==> config.mk <==
export PLATFORM = sky130hd
export DESIGN_NAME = relative_frame_pose_twist_core
export DESIGN_NICKNAME = d
export VERILOG_FILES = /design/src/rfpt_pkg.sv /design/src/rfpt_store.sv /design/src/rfpt_datapath.sv /design/src/relative_frame_pose_twist_core.sv
export SDC_FILE = /design/constraint.sdc
export NUM_CORES = 2
export LEC_CHECK = 0
export ABC_CLOCK_PERIOD_IN_PS = 8700
export BUFFER_PORTS_ARGS = -buffer_cell sky130_fd_sc_hd__buf_4
export CORE_ASPECT_RATIO = 0.5
export CORE_MARGIN = 4
export CORE_UTILIZATION = 40
export CTS_BUF_LIST = sky130_fd_sc_hd__clkbuf_8
export DETAILED_ROUTE_END_ITERATION = 12
export HOLD_SLACK_MARGIN = 0.02
export MAX_ROUTING_LAYER = met4
export PLACE_DENSITY_LB_ADDON = 0.08
export SETUP_SLACK_MARGIN = 0.02
export SLEW_MARGIN = 30
export SYNTH_ARGS = -nofsm -noshare
export SYNTH_HDL_FRONTEND = slang
export SYNTH_MEMORY_MAX_BITS = 65536
export SYNTH_SLANG_ARGS = --single-unit
==> constraint.sdc <==
create_clock -name clock -period 8.7 [get_ports clock]
set_clock_uncertainty 0.05 [all_clocks]
set_input_delay 0.435 -clock clock [delete_from_list [all_inputs] [get_ports clock]]
set_output_delay 0.435 -clock clock [all_outputs]
set_load 0.02 [all_outputs]
==> src/rfpt_pkg.sv <==
`timescale 1ns / 1ps
`default_nettype none

package rfpt_pkg;

   // Number format of the stored elements and of the arithmetic.
   localparam int WORD_W    = 32;
   localparam int FRAC_BITS = 16;
   localparam int PROD_W    = 2 * WORD_W;

   // Fixed field widths of the two channels.
   localparam int IN_VAL_W  = 32;
   localparam int OUT_VAL_W = 32;
   localparam int IDX_W     = 6;
   localparam int RES_IDX_W = 5;

   localparam int NUM_ELEM  = 36;
   localparam int NUM_RES   = 18;
   localparam int ELEM_AW   = $clog2(NUM_ELEM);

   localparam int NUM_SCR   = 6;
   localparam int SCR_W     = $clog2(NUM_SCR);

   localparam int UPC_W     = 7;
   localparam int UPC_LAST  = 83;

   // Opcodes of the input channel.
   localparam logic OP_LOAD    = 1'b0;
   localparam logic OP_COMPUTE = 1'b1;

   // Datapath operation selected by a microcode word.
   localparam logic OP_PASS = 1'b0;
   localparam logic OP_MUL  = 1'b1;

   // How the stage-two value is merged with the accumulator.
   localparam logic [1:0] ACC_LOAD = 2'd0;
   localparam logic [1:0] ACC_ADD  = 2'd1;
   localparam logic [1:0] ACC_SUB  = 2'd2;

   // Base addresses of the element groups in the store.
   localparam int E_RF = 0;
   localparam int E_TF = 9;
   localparam int E_RG = 12;
   localparam int E_TG = 21;
   localparam int E_VF = 24;
   localparam int E_WF = 27;
   localparam int E_VG = 30;
   localparam int E_WG = 33;

   // Scratch registers: a column vector x and the offset d.
   localparam int S_X0 = 0;
   localparam int S_X1 = 1;
   localparam int S_X2 = 2;
   localparam int S_D0 = 3;
   localparam int S_D1 = 4;
   localparam int S_D2 = 5;

   typedef logic signed [WORD_W-1:0] word_type;
   typedef logic signed [PROD_W-1:0] prod_type;

   localparam word_type WORD_MAX = {1'b0, {(WORD_W-1){1'b1}}};
   localparam word_type WORD_MIN = {1'b1, {(WORD_W-1){1'b0}}};

   typedef struct packed {
      logic                        opcode;
      logic [IDX_W-1:0]            element_index;
      logic signed [IN_VAL_W-1:0]  element_value;
   } req_type;

   typedef struct packed {
      logic [RES_IDX_W-1:0]        result_index;
      logic signed [OUT_VAL_W-1:0] result_value;
      logic                        last;
   } rsp_type;

   typedef struct packed {
      logic               op;
      logic               b_scr;
      logic [SCR_W-1:0]   scr;
      logic [1:0]         mode;
      logic               wr_scr;
      logic               emit;
      logic               halt;
      logic [ELEM_AW-1:0] addr_a;
      logic [ELEM_AW-1:0] addr_b;
   } ucode_type;

   function automatic word_type sat_add(word_type a, word_type b);
      logic [WORD_W:0] s;
      s = {a[WORD_W-1], a} + {b[WORD_W-1], b};
      if (s[WORD_W] != s[WORD_W-1]) begin
         return s[WORD_W] ? WORD_MIN : WORD_MAX;
      end
      return s[WORD_W-1:0];
   endfunction

   function automatic word_type sat_sub(word_type a, word_type b);
      logic [WORD_W:0] s;
      s = {a[WORD_W-1], a} - {b[WORD_W-1], b};
      if (s[WORD_W] != s[WORD_W-1]) begin
         return s[WORD_W] ? WORD_MIN : WORD_MAX;
      end
      return s[WORD_W-1:0];
   endfunction

   // Arithmetic shift of the full product, then clamp to the word range.
   function automatic word_type sat_prod(prod_type p);
      prod_type        sh;
      logic [WORD_W:0] hi;
      sh = p >>> FRAC_BITS;
      hi = sh[PROD_W-1:WORD_W-1];
      if ((&hi) || (~|hi)) begin
         return sh[WORD_W-1:0];
      end
      return sh[PROD_W-1] ? WORD_MIN : WORD_MAX;
   endfunction

   function automatic word_type load_word(logic signed [IN_VAL_W-1:0] v);
      logic signed [64:0] vx;
      logic signed [64:0] mx;
      logic signed [64:0] mn;
      vx = 65'(v);
      mx = 65'(WORD_MAX);
      mn = 65'(WORD_MIN);
      if (vx > mx) begin
         return WORD_MAX;
      end
      if (vx < mn) begin
         return WORD_MIN;
      end
      return WORD_W'(vx);
   endfunction

   function automatic ucode_type uw(logic op, logic b_scr, int a, int b, int s,
                                    logic [1:0] mode, logic wr, logic emit);
      ucode_type w;
      w.op     = op;
      w.b_scr  = b_scr;
      w.scr    = SCR_W'(s);
      w.mode   = mode;
      w.wr_scr = wr;
      w.emit   = emit;
      w.halt   = 1'b0;
      w.addr_a = ELEM_AW'(a);
      w.addr_b = ELEM_AW'(b);
      return w;
   endfunction

   // Product of two store elements.
   function automatic ucode_type mm(int a, int b, logic [1:0] mode, logic emit);
      return uw(OP_MUL, 1'b0, a, b, 0, mode, 1'b0, emit);
   endfunction

   // Product of a store element and a scratch register.
   function automatic ucode_type ms(int a, int s, logic [1:0] mode, logic emit);
      return uw(OP_MUL, 1'b1, a, 0, s, mode, 1'b0, emit);
   endfunction

   // Store element passed straight to the accumulator stage.
   function automatic ucode_type ps(int a, logic [1:0] mode, logic wr, int s);
      return uw(OP_PASS, 1'b0, a, 0, s, mode, wr, 1'b0);
   endfunction

   // The microprogram. A scratch register written by one step is read no
   // earlier than two steps later, which covers the datapath latency.
   function automatic ucode_type ucode_word(logic [UPC_W-1:0] pc);
      ucode_type w;
      case (pc)
         // Local rotation, row-major: Rf^T times each column of Rg.
         0:  w = mm(E_RF+0, E_RG+0, ACC_LOAD, 1'b0);
         1:  w = mm(E_RF+3, E_RG+3, ACC_ADD,  1'b0);
         2:  w = mm(E_RF+6, E_RG+6, ACC_ADD,  1'b1);
         3:  w = mm(E_RF+0, E_RG+1, ACC_LOAD, 1'b0);
         4:  w = mm(E_RF+3, E_RG+4, ACC_ADD,  1'b0);
         5:  w = mm(E_RF+6, E_RG+7, ACC_ADD,  1'b1);
         6:  w = mm(E_RF+0, E_RG+2, ACC_LOAD, 1'b0);
         7:  w = mm(E_RF+3, E_RG+5, ACC_ADD,  1'b0);
         8:  w = mm(E_RF+6, E_RG+8, ACC_ADD,  1'b1);
         9:  w = mm(E_RF+1, E_RG+0, ACC_LOAD, 1'b0);
         10: w = mm(E_RF+4, E_RG+3, ACC_ADD,  1'b0);
         11: w = mm(E_RF+7, E_RG+6, ACC_ADD,  1'b1);
         12: w = mm(E_RF+1, E_RG+1, ACC_LOAD, 1'b0);
         13: w = mm(E_RF+4, E_RG+4, ACC_ADD,  1'b0);
         14: w = mm(E_RF+7, E_RG+7, ACC_ADD,  1'b1);
         15: w = mm(E_RF+1, E_RG+2, ACC_LOAD, 1'b0);
         16: w = mm(E_RF+4, E_RG+5, ACC_ADD,  1'b0);
         17: w = mm(E_RF+7, E_RG+8, ACC_ADD,  1'b1);
         18: w = mm(E_RF+2, E_RG+0, ACC_LOAD, 1'b0);
         19: w = mm(E_RF+5, E_RG+3, ACC_ADD,  1'b0);
         20: w = mm(E_RF+8, E_RG+6, ACC_ADD,  1'b1);
         21: w = mm(E_RF+2, E_RG+1, ACC_LOAD, 1'b0);
         22: w = mm(E_RF+5, E_RG+4, ACC_ADD,  1'b0);
         23: w = mm(E_RF+8, E_RG+7, ACC_ADD,  1'b1);
         24: w = mm(E_RF+2, E_RG+2, ACC_LOAD, 1'b0);
         25: w = mm(E_RF+5, E_RG+5, ACC_ADD,  1'b0);
         26: w = mm(E_RF+8, E_RG+8, ACC_ADD,  1'b1);
         // Local translation: x = tg - tf, then Rf^T x.
         27: w = ps(E_TG+0, ACC_LOAD, 1'b0, S_X0);
         28: w = ps(E_TF+0, ACC_SUB,  1'b1, S_X0);
         29: w = ps(E_TG+1, ACC_LOAD, 1'b0, S_X1);
         30: w = ps(E_TF+1, ACC_SUB,  1'b1, S_X1);
         31: w = ps(E_TG+2, ACC_LOAD, 1'b0, S_X2);
         32: w = ps(E_TF+2, ACC_SUB,  1'b1, S_X2);
         33: w = ms(E_RF+0, S_X0, ACC_LOAD, 1'b0);
         34: w = ms(E_RF+3, S_X1, ACC_ADD,  1'b0);
         35: w = ms(E_RF+6, S_X2, ACC_ADD,  1'b1);
         36: w = ms(E_RF+1, S_X0, ACC_LOAD, 1'b0);
         37: w = ms(E_RF+4, S_X1, ACC_ADD,  1'b0);
         38: w = ms(E_RF+7, S_X2, ACC_ADD,  1'b1);
         39: w = ms(E_RF+2, S_X0, ACC_LOAD, 1'b0);
         40: w = ms(E_RF+5, S_X1, ACC_ADD,  1'b0);
         41: w = ms(E_RF+8, S_X2, ACC_ADD,  1'b1);
         // Linear twist: d = tf - tg, x = (wf cross d + vg) - vf, then Rf^T x.
         42: w = ps(E_TF+0, ACC_LOAD, 1'b0, S_D0);
         43: w = ps(E_TG+0, ACC_SUB,  1'b1, S_D0);
         44: w = ps(E_TF+1, ACC_LOAD, 1'b0, S_D1);
         45: w = ps(E_TG+1, ACC_SUB,  1'b1, S_D1);
         46: w = ps(E_TF+2, ACC_LOAD, 1'b0, S_D2);
         47: w = ps(E_TG+2, ACC_SUB,  1'b1, S_D2);
         48: w = ms(E_WF+0, S_D1, ACC_LOAD, 1'b0);
         49: w = ms(E_WF+1, S_D0, ACC_SUB,  1'b0);
         50: w = ps(E_VG+2, ACC_ADD, 1'b0, S_X2);
         51: w = ps(E_VF+2, ACC_SUB, 1'b1, S_X2);
         52: w = ms(E_WF+1, S_D2, ACC_LOAD, 1'b0);
         53: w = ms(E_WF+2, S_D1, ACC_SUB,  1'b0);
         54: w = ps(E_VG+0, ACC_ADD, 1'b0, S_X0);
         55: w = ps(E_VF+0, ACC_SUB, 1'b1, S_X0);
         56: w = ms(E_WF+2, S_D0, ACC_LOAD, 1'b0);
         57: w = ms(E_WF+0, S_D2, ACC_SUB,  1'b0);
         58: w = ps(E_VG+1, ACC_ADD, 1'b0, S_X1);
         59: w = ps(E_VF+1, ACC_SUB, 1'b1, S_X1);
         60: w = ms(E_RF+0, S_X0, ACC_LOAD, 1'b0);
         61: w = ms(E_RF+3, S_X1, ACC_ADD,  1'b0);
         62: w = ms(E_RF+6, S_X2, ACC_ADD,  1'b1);
         63: w = ms(E_RF+1, S_X0, ACC_LOAD, 1'b0);
         64: w = ms(E_RF+4, S_X1, ACC_ADD,  1'b0);
         65: w = ms(E_RF+7, S_X2, ACC_ADD,  1'b1);
         66: w = ms(E_RF+2, S_X0, ACC_LOAD, 1'b0);
         67: w = ms(E_RF+5, S_X1, ACC_ADD,  1'b0);
         68: w = ms(E_RF+8, S_X2, ACC_ADD,  1'b1);
         // Angular twist: x = wg - wf, then Rf^T x.
         69: w = ps(E_WG+0, ACC_LOAD, 1'b0, S_X0);
         70: w = ps(E_WF+0, ACC_SUB,  1'b1, S_X0);
         71: w = ps(E_WG+1, ACC_LOAD, 1'b0, S_X1);
         72: w = ps(E_WF+1, ACC_SUB,  1'b1, S_X1);
         73: w = ps(E_WG+2, ACC_LOAD, 1'b0, S_X2);
         74: w = ps(E_WF+2, ACC_SUB,  1'b1, S_X2);
         75: w = ms(E_RF+0, S_X0, ACC_LOAD, 1'b0);
         76: w = ms(E_RF+3, S_X1, ACC_ADD,  1'b0);
         77: w = ms(E_RF+6, S_X2, ACC_ADD,  1'b1);
         78: w = ms(E_RF+1, S_X0, ACC_LOAD, 1'b0);
         79: w = ms(E_RF+4, S_X1, ACC_ADD,  1'b0);
         80: w = ms(E_RF+7, S_X2, ACC_ADD,  1'b1);
         81: w = ms(E_RF+2, S_X0, ACC_LOAD, 1'b0);
         82: w = ms(E_RF+5, S_X1, ACC_ADD,  1'b0);
         83: w = ms(E_RF+8, S_X2, ACC_ADD,  1'b1);
         default: w = ps(E_RF, ACC_LOAD, 1'b0, S_X0);
      endcase
      if ((pc == UPC_W'(UPC_LAST)) || (pc > UPC_W'(UPC_LAST))) begin
         w.halt = 1'b1;
      end
      return w;
   endfunction

endpackage

`default_nettype wire

==> src/rfpt_store.sv <==
`timescale 1ns / 1ps
`default_nettype none

module rfpt_store (
   input  wire logic                          clock,
   input  wire logic                          reset,
   input  wire logic                          wr_en,
   input  wire logic [rfpt_pkg::ELEM_AW-1:0]  wr_addr,
   input  wire rfpt_pkg::word_type            wr_data,
   input  wire logic                          rd_en,
   input  wire logic [rfpt_pkg::ELEM_AW-1:0]  rd_addr_a,
   input  wire logic [rfpt_pkg::ELEM_AW-1:0]  rd_addr_b,
   output rfpt_pkg::word_type                 rd_data_a,
   output rfpt_pkg::word_type                 rd_data_b
);
   import rfpt_pkg::*;

   word_type            mem [NUM_ELEM];
   logic [NUM_ELEM-1:0] vld_ff;
   logic [NUM_ELEM-1:0] vld_in;
   word_type            dat_a_ff;
   word_type            dat_b_ff;
   logic                hit_a_ff;
   logic                hit_b_ff;

   // An entry never written since reset reads as zero.
   always_comb begin
      vld_in = vld_ff;
      if (wr_en) begin
         vld_in[wr_addr] = 1'b1;
      end
   end

   always_ff @(posedge clock) begin
      if (reset) begin
         vld_ff <= '0;
      end else begin
         vld_ff <= vld_in;
      end
   end

   always_ff @(posedge clock) begin
      if (wr_en) begin
         mem[wr_addr] <= wr_data;
      end
   end

   always_ff @(posedge clock) begin
      if (rd_en) begin
         dat_a_ff <= mem[rd_addr_a];
         dat_b_ff <= mem[rd_addr_b];
         hit_a_ff <= vld_ff[rd_addr_a];
         hit_b_ff <= vld_ff[rd_addr_b];
      end
   end

   assign rd_data_a = hit_a_ff ? dat_a_ff : '0;
   assign rd_data_b = hit_b_ff ? dat_b_ff : '0;

endmodule

`default_nettype wire

==> src/rfpt_datapath.sv <==
`timescale 1ns / 1ps
`default_nettype none

module rfpt_datapath (
   input  wire logic                 clock,
   input  wire logic                 adv,
   input  wire rfpt_pkg::ucode_type  s1_ctl,
   input  wire rfpt_pkg::ucode_type  s2_ctl,
   input  wire logic                 s2_valid,
   input  wire rfpt_pkg::word_type   rd_a,
   input  wire rfpt_pkg::word_type   rd_b,
   output rfpt_pkg::word_type        s2_value
);
   import rfpt_pkg::*;

   prod_type prod_ff;
   prod_type prod_in;
   word_type opa_ff;
   word_type acc_ff;
   word_type scr_ff [NUM_SCR];
   word_type op_b;
   word_type term;

   // Stage one: one signed multiply, registered before any further use.
   assign op_b    = s1_ctl.b_scr ? scr_ff[s1_ctl.scr] : rd_b;
   assign prod_in = PROD_W'(rd_a) * PROD_W'(op_b);

   always_ff @(posedge clock) begin
      if (adv) begin
         prod_ff <= prod_in;
         opa_ff  <= rd_a;
      end
   end

   // Stage two: scale the product (or take operand a for a pass step) and merge it with the accumulator.
   assign term = (s2_ctl.op == OP_MUL) ? sat_prod(prod_ff) : opa_ff;

   always_comb begin
      case (s2_ctl.mode)
         ACC_LOAD: s2_value = term;
         ACC_ADD:  s2_value = sat_add(acc_ff, term);
         ACC_SUB:  s2_value = sat_sub(acc_ff, term);
         default:  s2_value = term;
      endcase
   end

   always_ff @(posedge clock) begin
      if (adv && s2_valid) begin
         acc_ff <= s2_value;
         if (s2_ctl.wr_scr) begin
            scr_ff[s2_ctl.scr] <= s2_value;
         end
      end
   end

endmodule

`default_nettype wire

==> src/relative_frame_pose_twist_core.sv <==
// Relative frame pose and twist core.
//
// Input channel (req_*): each transfer carries one item. A load item writes
// one Q16.16 element into the 36-entry element store; an index above 35 is
// ignored. A compute item starts the microprogram, which emits 18 result
// transfers on the rsp_* channel in index order, the final one flagged by
// last: nine local rotation terms, three local translation terms and six
// local twist terms.
// Pacing: the microprogram has 84 steps, one issued per cycle while the
// output register can take a result, into a three-stage datapath (store
// read, multiply, scale and accumulate) whose single multiplier sets the
// pace. Without back-pressure the next item is taken in the same cycle in
// which the last result is presented.
// While a compute runs, req_ready is low.
// Back-pressure: the result sits in an output register; while it is held and
// rsp_ready is low the whole sequencer freezes, so nothing is lost and the
// run simply stretches by the stalled cycles. Items are still taken while a
// finished result waits, once the sequencer is idle.
// Reset: synchronous and active high. It clears the store (every element
// reads as zero), stops any run in progress and drops rsp_valid.

`timescale 1ns / 1ps
`default_nettype none

module relative_frame_pose_twist_core (
   input  wire logic               clock,
   input  wire logic               reset,
   input  wire logic               req_valid,
   output logic                    req_ready,
   input  wire rfpt_pkg::req_type  req_payload,
   output logic                    rsp_valid,
   input  wire logic               rsp_ready,
   output rfpt_pkg::rsp_type       rsp_payload
);
   import rfpt_pkg::*;

   // Sequencer state.
   logic             run_ff;
   logic             run_in;
   logic [UPC_W-1:0] upc_ff;
   logic [UPC_W-1:0] upc_in;

   // Pipeline occupancy and the control words travelling with each step.
   logic      v1_ff;
   logic      v1_in;
   logic      v2_ff;
   logic      v2_in;
   ucode_type ctl0;
   ucode_type ctl1_ff;
   ucode_type ctl1_in;
   ucode_type ctl2_ff;
   ucode_type ctl2_in;

   // Result numbering and the output register.
   logic [RES_IDX_W-1:0] cnt_ff;
   logic [RES_IDX_W-1:0] cnt_in;
   logic                 rsp_valid_ff;
   logic                 rsp_valid_in;
   rsp_type              rsp_ff;
   rsp_type              rsp_in;

   logic     adv;
   logic     req_xfer;
   logic     start;
   logic     load_en;
   logic     emit_now;
   logic     last_now;
   word_type rd_a;
   word_type rd_b;
   word_type s2_value;

   // The sequencer advances whenever the output register can take a result,
   // so a stalled receiver freezes every stage together.
   assign adv      = !rsp_valid_ff || rsp_ready;
   assign req_ready = !(run_ff || v1_ff || v2_ff);
   assign req_xfer = req_valid && req_ready;
   assign start    = req_xfer && (req_payload.opcode == OP_COMPUTE);
   assign load_en  = req_xfer && (req_payload.opcode == OP_LOAD)
                     && (req_payload.element_index < IDX_W'(NUM_ELEM));

   assign ctl0     = ucode_word(upc_ff);
   assign emit_now = adv && v2_ff && ctl2_ff.emit;
   assign last_now = (cnt_ff == RES_IDX_W'(NUM_RES - 1));

   always_comb begin
      run_in = run_ff;
      upc_in = upc_ff;
      if (start) begin
         run_in = 1'b1;
         upc_in = '0;
      end else if (adv && run_ff) begin
         upc_in = upc_ff + UPC_W'(1);
         if (ctl0.halt) begin
            run_in = 1'b0;
         end
      end
   end

   assign v1_in   = adv ? run_ff  : v1_ff;
   assign v2_in   = adv ? v1_ff   : v2_ff;
   assign ctl1_in = adv ? ctl0    : ctl1_ff;
   assign ctl2_in = adv ? ctl1_ff : ctl2_ff;

   always_comb begin
      cnt_in = cnt_ff;
      if (start) begin
         cnt_in = '0;
      end else if (emit_now) begin
         cnt_in = cnt_ff + RES_IDX_W'(1);
      end
   end

   always_comb begin
      rsp_in       = rsp_ff;
      rsp_valid_in = rsp_valid_ff;
      if (emit_now) begin
         rsp_in.result_index = cnt_ff;
         rsp_in.result_value = OUT_VAL_W'(s2_value);
         rsp_in.last         = last_now;
         rsp_valid_in        = 1'b1;
      end else if (rsp_ready) begin
         rsp_valid_in = 1'b0;
      end
   end

   always_ff @(posedge clock) begin
      if (reset) begin
         run_ff       <= 1'b0;
         upc_ff       <= '0;
         v1_ff        <= 1'b0;
         v2_ff        <= 1'b0;
         cnt_ff       <= '0;
         rsp_valid_ff <= 1'b0;
      end else begin
         run_ff       <= run_in;
         upc_ff       <= upc_in;
         v1_ff        <= v1_in;
         v2_ff        <= v2_in;
         cnt_ff       <= cnt_in;
         rsp_valid_ff <= rsp_valid_in;
      end
   end

   always_ff @(posedge clock) begin
      ctl1_ff <= ctl1_in;
      ctl2_ff <= ctl2_in;
      rsp_ff  <= rsp_in;
   end

   // Element store: written by load transfers, read at the two addresses of
   // the microcode word in the first pipeline stage.
   rfpt_store u_store (
      .clock     (clock),
      .reset     (reset),
      .wr_en     (load_en),
      .wr_addr   (req_payload.element_index[ELEM_AW-1:0]),
      .wr_data   (load_word(req_payload.element_value)),
      .rd_en     (adv),
      .rd_addr_a (ctl0.addr_a),
      .rd_addr_b (ctl0.addr_b),
      .rd_data_a (rd_a),
      .rd_data_b (rd_b)
   );

   rfpt_datapath u_datapath (
      .clock    (clock),
      .adv      (adv),
      .s1_ctl   (ctl1_ff),
      .s2_ctl   (ctl2_ff),
      .s2_valid (v2_ff),
      .rd_a     (rd_a),
      .rd_b     (rd_b),
      .s2_value (s2_value)
   );

   assign rsp_valid   = rsp_valid_ff;
   assign rsp_payload = rsp_ff;

   // No more than eighteen results are numbered in one run.
   a_res_count : assert property (@(posedge clock) disable iff (reset)
      (v2_ff && ctl2_ff.emit) |-> (cnt_ff < RES_IDX_W'(NUM_RES)))
      else $error("result counter overran during a compute run");

   // A run only ends by issuing the halting microcode word.
   a_halt_word : assert property (@(posedge clock) disable iff (reset)
      (!$past(reset) && $fell(run_ff)) |-> (v1_ff && ctl1_ff.halt))
      else $error("sequencer stopped without a halting step");

   // Once the final result is committed the sequencer is empty.
   a_drain : assert property (@(posedge clock) disable iff (reset)
      (emit_now && last_now) |=> !(run_ff || v1_ff || v2_ff))
      else $error("steps still in flight after the final result");

endmodule

`default_nettype wire

==> impl_metrics.xml <==
<?xml version="1.0" encoding="UTF-8"?>
<metrics>
  <group name="clocking">
    <metric name="cts_made_buffers" unit="">270</metric>
    <metric name="cts_sinks" unit="">1652</metric>
    <metric name="tritoncts" unit="">done</metric>
    <metric name="clk_pin_slew" unit="ps">70</metric>
    <metric name="cts.path.max_buffers" unit="">4</metric>
    <metric name="clk_latency" unit="ps">950</metric>
    <metric name="ctsRootBufferMaster" unit="">sky130_fd_sc_hd__clkbuf_8</metric>
    <metric name="htree_levels" unit="">5</metric>
  </group>
  <group name="synthesis">
    <metric name="yosys.area.top_type" unit="">sky130_fd_sc_hd__edfxtp_1</metric>
    <metric name="synthesis.area" unit="µm²">110000</metric>
    <metric name="synthTopCellsByArea" unit="">sky130_fd_sc_hd__edfxtp_1 (43%), sky130_fd_sc_hd__fa_1 (20%), sky130_fd_sc_hd__mux4_2 (15%)</metric>
    <metric name="proportion_of_synthesized_flip_flops_having_asynchronous_set_or_reset" unit="">0</metric>
    <metric name="synth_xor_xnor_area_share" unit="">0.0106</metric>
    <metric name="synth_area_per_cell" unit="µm²">13.9</metric>
    <metric name="post_synth_mux_area_share" unit="">0.158</metric>
    <metric name="synthTopCellsByCount" unit="">sky130_fd_sc_hd__edfxtp_1 (1577), sky130_fd_sc_hd__inv_1 (1095), sky130_fd_sc_hd__fa_1 (1083), sky130_fd_sc_hd__nor2_1 (731), sky130_fd_sc_hd__mux4_2 (725)</metric>
    <metric name="yosys.cell_types.count" unit="">85</metric>
    <metric name="synth_flop_cell" unit="">sky130_fd_sc_hd__edfxtp_1</metric>
    <metric name="synth_top_family_by_area" unit="">adder cells</metric>
    <metric name="synth_edf_count" unit="">1577</metric>
    <metric name="yosysMostFrequentCell" unit="">sky130_fd_sc_hd__edfxtp_1</metric>
    <metric name="yosys.area_share.adder" unit="">0.226</metric>
    <metric name="ys_seq_elements" unit="">1652</metric>
    <metric name="synth_compound_area_frac" unit="">0.0411</metric>
    <metric name="synth_sequential_area_ratio" unit="">0.444</metric>
    <metric name="fraction_of_the_mapped_netlist_area_in_simple_logic_gates" unit="">0.0647</metric>
    <metric name="syn_inst" unit="">7898</metric>
    <metric name="yosys_warnings" unit="">0</metric>
    <metric name="netlist.area_leader.share" unit="">0.431</metric>
    <metric name="postSynthNetCount" unit="">9281</metric>
  </group>
  <group name="power">
    <metric name="worst_ir_drop_vdd" unit="µV">106</metric>
    <metric name="power_density_over_the_cells" unit="nW/µm²">131</metric>
    <metric name="p_leak" unit="nW">47.7</metric>
    <metric name="finalPower" unit="mW">16.6</metric>
  </group>
  <group name="sta">
    <metric name="timing.final.crit_period" unit="ps">8950</metric>
    <metric name="setup_slack" unit="ps">-248</metric>
    <metric name="slew_headroom" unit="">0.324</metric>
    <metric name="hold-worst-slack" unit="ps">103</metric>
    <metric name="tightestPinTransition" unit="ps">1010</metric>
    <metric name="tns" unit="ps">-2640</metric>
    <metric name="setup-violations-final" unit="">23</metric>
    <metric name="clock.fmax" unit="MHz">112</metric>
    <metric name="rsz0062_at_grt" unit="">true</metric>
    <metric name="final-hold-violation-count" unit="">0</metric>
    <metric name="timing_max_transition_violations_final" unit="">0</metric>
    <metric name="period_share" unit="">1.03</metric>
  </group>
  <group name="die">
    <metric name="rows" unit="">135</metric>
    <metric name="core_region_area" unit="µm²">272000</metric>
    <metric name="initial_utilization" unit="">0.404</metric>
    <metric name="die_footprint" unit="µm²">284000</metric>
    <metric name="boundaryPins" unit="">83</metric>
    <metric name="die_height" unit="µm">379</metric>
    <metric name="dieWidth" unit="µm">749</metric>
  </group>
  <group name="routing">
    <metric name="ant_nets" unit="">0</metric>
    <metric name="detail_route.vias_per_cell" unit="">5.65</metric>
    <metric name="drc_violation_total_after_the_first_tritonroute_iteration" unit="">6992</metric>
    <metric name="route.detailed.wl_per_inst" unit="µm">29.8</metric>
    <metric name="drt_wl_total" unit="µm">368000</metric>
    <metric name="via_count" unit="">69800</metric>
    <metric name="drt_drc_violations_left" unit="">0</metric>
    <metric name="drt-pass1-iter-count" unit="">6</metric>
  </group>
  <group name="grt">
    <metric name="grt_start_max_net_pins" unit="">109</metric>
    <metric name="gr-total-overflow" unit="">0</metric>
    <metric name="grt_most_used_layer" unit="">met2</metric>
    <metric name="grt_first_pass_wirelength" unit="µm">529000</metric>
    <metric name="global_route.usage.met3" unit="">0.0330</metric>
    <metric name="first_global_vias" unit="">72800</metric>
    <metric name="grtUsageMet1" unit="">0.371</metric>
    <metric name="global_route.usage.met2" unit="">0.426</metric>
    <metric name="grtUsageTotal" unit="">0.268</metric>
    <metric name="grt_antenna_before_repair" unit="">32</metric>
  </group>
  <group name="place">
    <metric name="dpl.hpwl" unit="µm">243000</metric>
    <metric name="io_buffer_count" unit="">82</metric>
    <metric name="dp_worst_setup_slack" unit="ps">-517</metric>
    <metric name="place.gp.congestion" unit="">0.920</metric>
  </group>
  <group name="setup_path">
    <metric name="reg2reg_depth" unit="">32</metric>
    <metric name="critical_path_required" unit="ps">9250</metric>
    <metric name="critical_path_depth" unit="">32</metric>
    <metric name="critical_path.top_delay_family" unit="">adder cells</metric>
    <metric name="path_buf_inv" unit="">8</metric>
    <metric name="cp_data_arrival_time" unit="ps">9500</metric>
    <metric name="cp_common_cell" unit="">sky130_fd_sc_hd__fa_1</metric>
    <metric name="worstSetupPathType" unit="">register to register</metric>
    <metric name="cell_with_the_biggest_individual_delay_on_the_critical_path" unit="">sky130_fd_sc_hd__fa_1</metric>
    <metric name="start_kind" unit="">register</metric>
    <metric name="setup.worst_path.end_class" unit="">register</metric>
    <metric name="cpPeakStageDelay" unit="ps">570</metric>
    <metric name="path_max_fanout" unit="">6</metric>
  </group>
  <group name="final_layout">
    <metric name="multi_input_logic_area" unit="µm²">56600</metric>
    <metric name="number_of_fillers_in_the_final_layout" unit="">24200</metric>
    <metric name="post-route-util" unit="">0.467</metric>
    <metric name="fin_nets" unit="">9901</metric>
    <metric name="layout-area-overhead-vs-synth" unit="%">15.6</metric>
    <metric name="post_route_cells_drive_above_1_share" unit="">0.251</metric>
    <metric name="area.sequential" unit="µm²">48900</metric>
  </group>
  <group name="status">
    <metric name="failed_checks" unit="">negative setup slack</metric>
    <metric name="outcome" unit="">finished with violations</metric>
  </group>
  <group name="min_path">
    <metric name="holdCritPathClass" unit="">primary input to register</metric>
    <metric name="worst_hold_path.num_cells" unit="">4</metric>
  </group>
  <group name="run">
    <metric name="maxCapViolations" unit="">0</metric>
  </group>
</metrics>
## flip-flops by register name, summed over array words and instances, names as in the netlist, named ones only
signal	count
cnt_ff	5
ctl0	20
ctl1_ff	9
ctl2_ff	8
rsp_payload	38
rsp_valid	1
run_ff	1
u_datapath.acc_ff	32
u_datapath.opa_ff	32
u_datapath.prod_ff	48
u_datapath.scr_ff	192
u_store.dat_a_ff	32
u_store.dat_b_ff	32
u_store.hit_a_ff	1
u_store.hit_b_ff	1
u_store.mem	1152
u_store.vld_ff	36
upc_ff	7
v1_ff	1
v2_ff	1
## layer usage
layer	part of all wire	wire [µm]
met3	0.064	23700
met1	0.43	158000
met5	0	0
met2	0.48	175000
met4	0.028	10100
## logic make-up (layout without fill, tap and decap cells)
family / Yosys count / after routing
AO/OA/AOI/OAI: 659 / 659
AND/OR/NAND/NOR: 1701 / 1701
buffers and inverters: 1585 / 2400
multiplexers: 829 / 829
XOR/XNOR: 132 / 132
adder cells (fa/ha/maj): 1340 / 1340
flip-flops: 1652 / 1652
other: 0 / 12
## what timing repair did
action | 4_1_cts | 5_1_grt
hold endpoints to repair | 1192 | 0
setup endpoints to repair | 27 | 33
cloned | 7 | 3
buffers inserted | 69 | 17
hold buffers | 37 | 0
gates resized for setup | 190 | 85
pin swaps | 126 | 66
## power by group
part	internal, mW	switching, mW	leakage [nW]
clock network	3.08	3.24	2.69
registers	8.76	0.0696	15.3
logic	0.644	0.813	29.7
total	12.5	4.12	47.7
## cell usage in the layout, fill, tap and decap left out, drive strengths merged, types with 25 or more instances in the layout
cell / n
a211oi: 37
a21o: 37
a21oi: 156
a221o: 51
a31oi: 32
and2: 38
buf: 780
clkbuf: 280
clkinv: 101
dfxtp: 75
dlygate4sd3: 37
edfxtp: 1577
fa: 1083
ha: 257
inv: 1181
mux2: 40
mux2i: 64
mux4: 725
nand2: 672
nand2b: 66
nand3: 35
nand4: 25
nor2: 731
nor2b: 25
nor3: 29
o21ai: 127
o21bai: 33
xnor2: 98
xor2: 34
## worst register-to-register path: cells and delay by family (launching register included)
kind                       cells  cell delay, ps
AOI/OAI and AO/OA              7            1420
xor gates and xnor gates       1             140
adders and majority gates      9            4290
buffers and inverters          8             920
DFF                            1             390
muxes                          1             490
and+or+nand+nor                6             990
## stage by stage
step           area, µm²  cells
2_1_floorplan     110000   7898
3_3_place_gp      120000  11700
3_5_place_dp      120000  11700
4_1_cts           127000  12300
5_1_grt           127000  12400
6_report          127000  12400
## final timing paths
check / end / start / slack, ps
setup reg to reg: u_datapath.prod_ff[50] / register / -250
setup / recovery: u_datapath.prod_ff[50] / register / -250
hold / removal: u_store.mem[10][9] / req_payload[35] / 100
hold reg to reg: ctl2_ff[16] / ctl1_ff[16] / 340
## cell type report
class	count	area share
clock buffer	277	0.0300
clock inverter	190	0.00735
timing repair buffer	821	0.0637
sequential	1652	0.385
multi-input combinational	4661	0.445
inverter	1112	0.0329
tap	3630	0.0357
antenna	12	0.000236
Note: power is estimated with default switching activity, not from simulation.
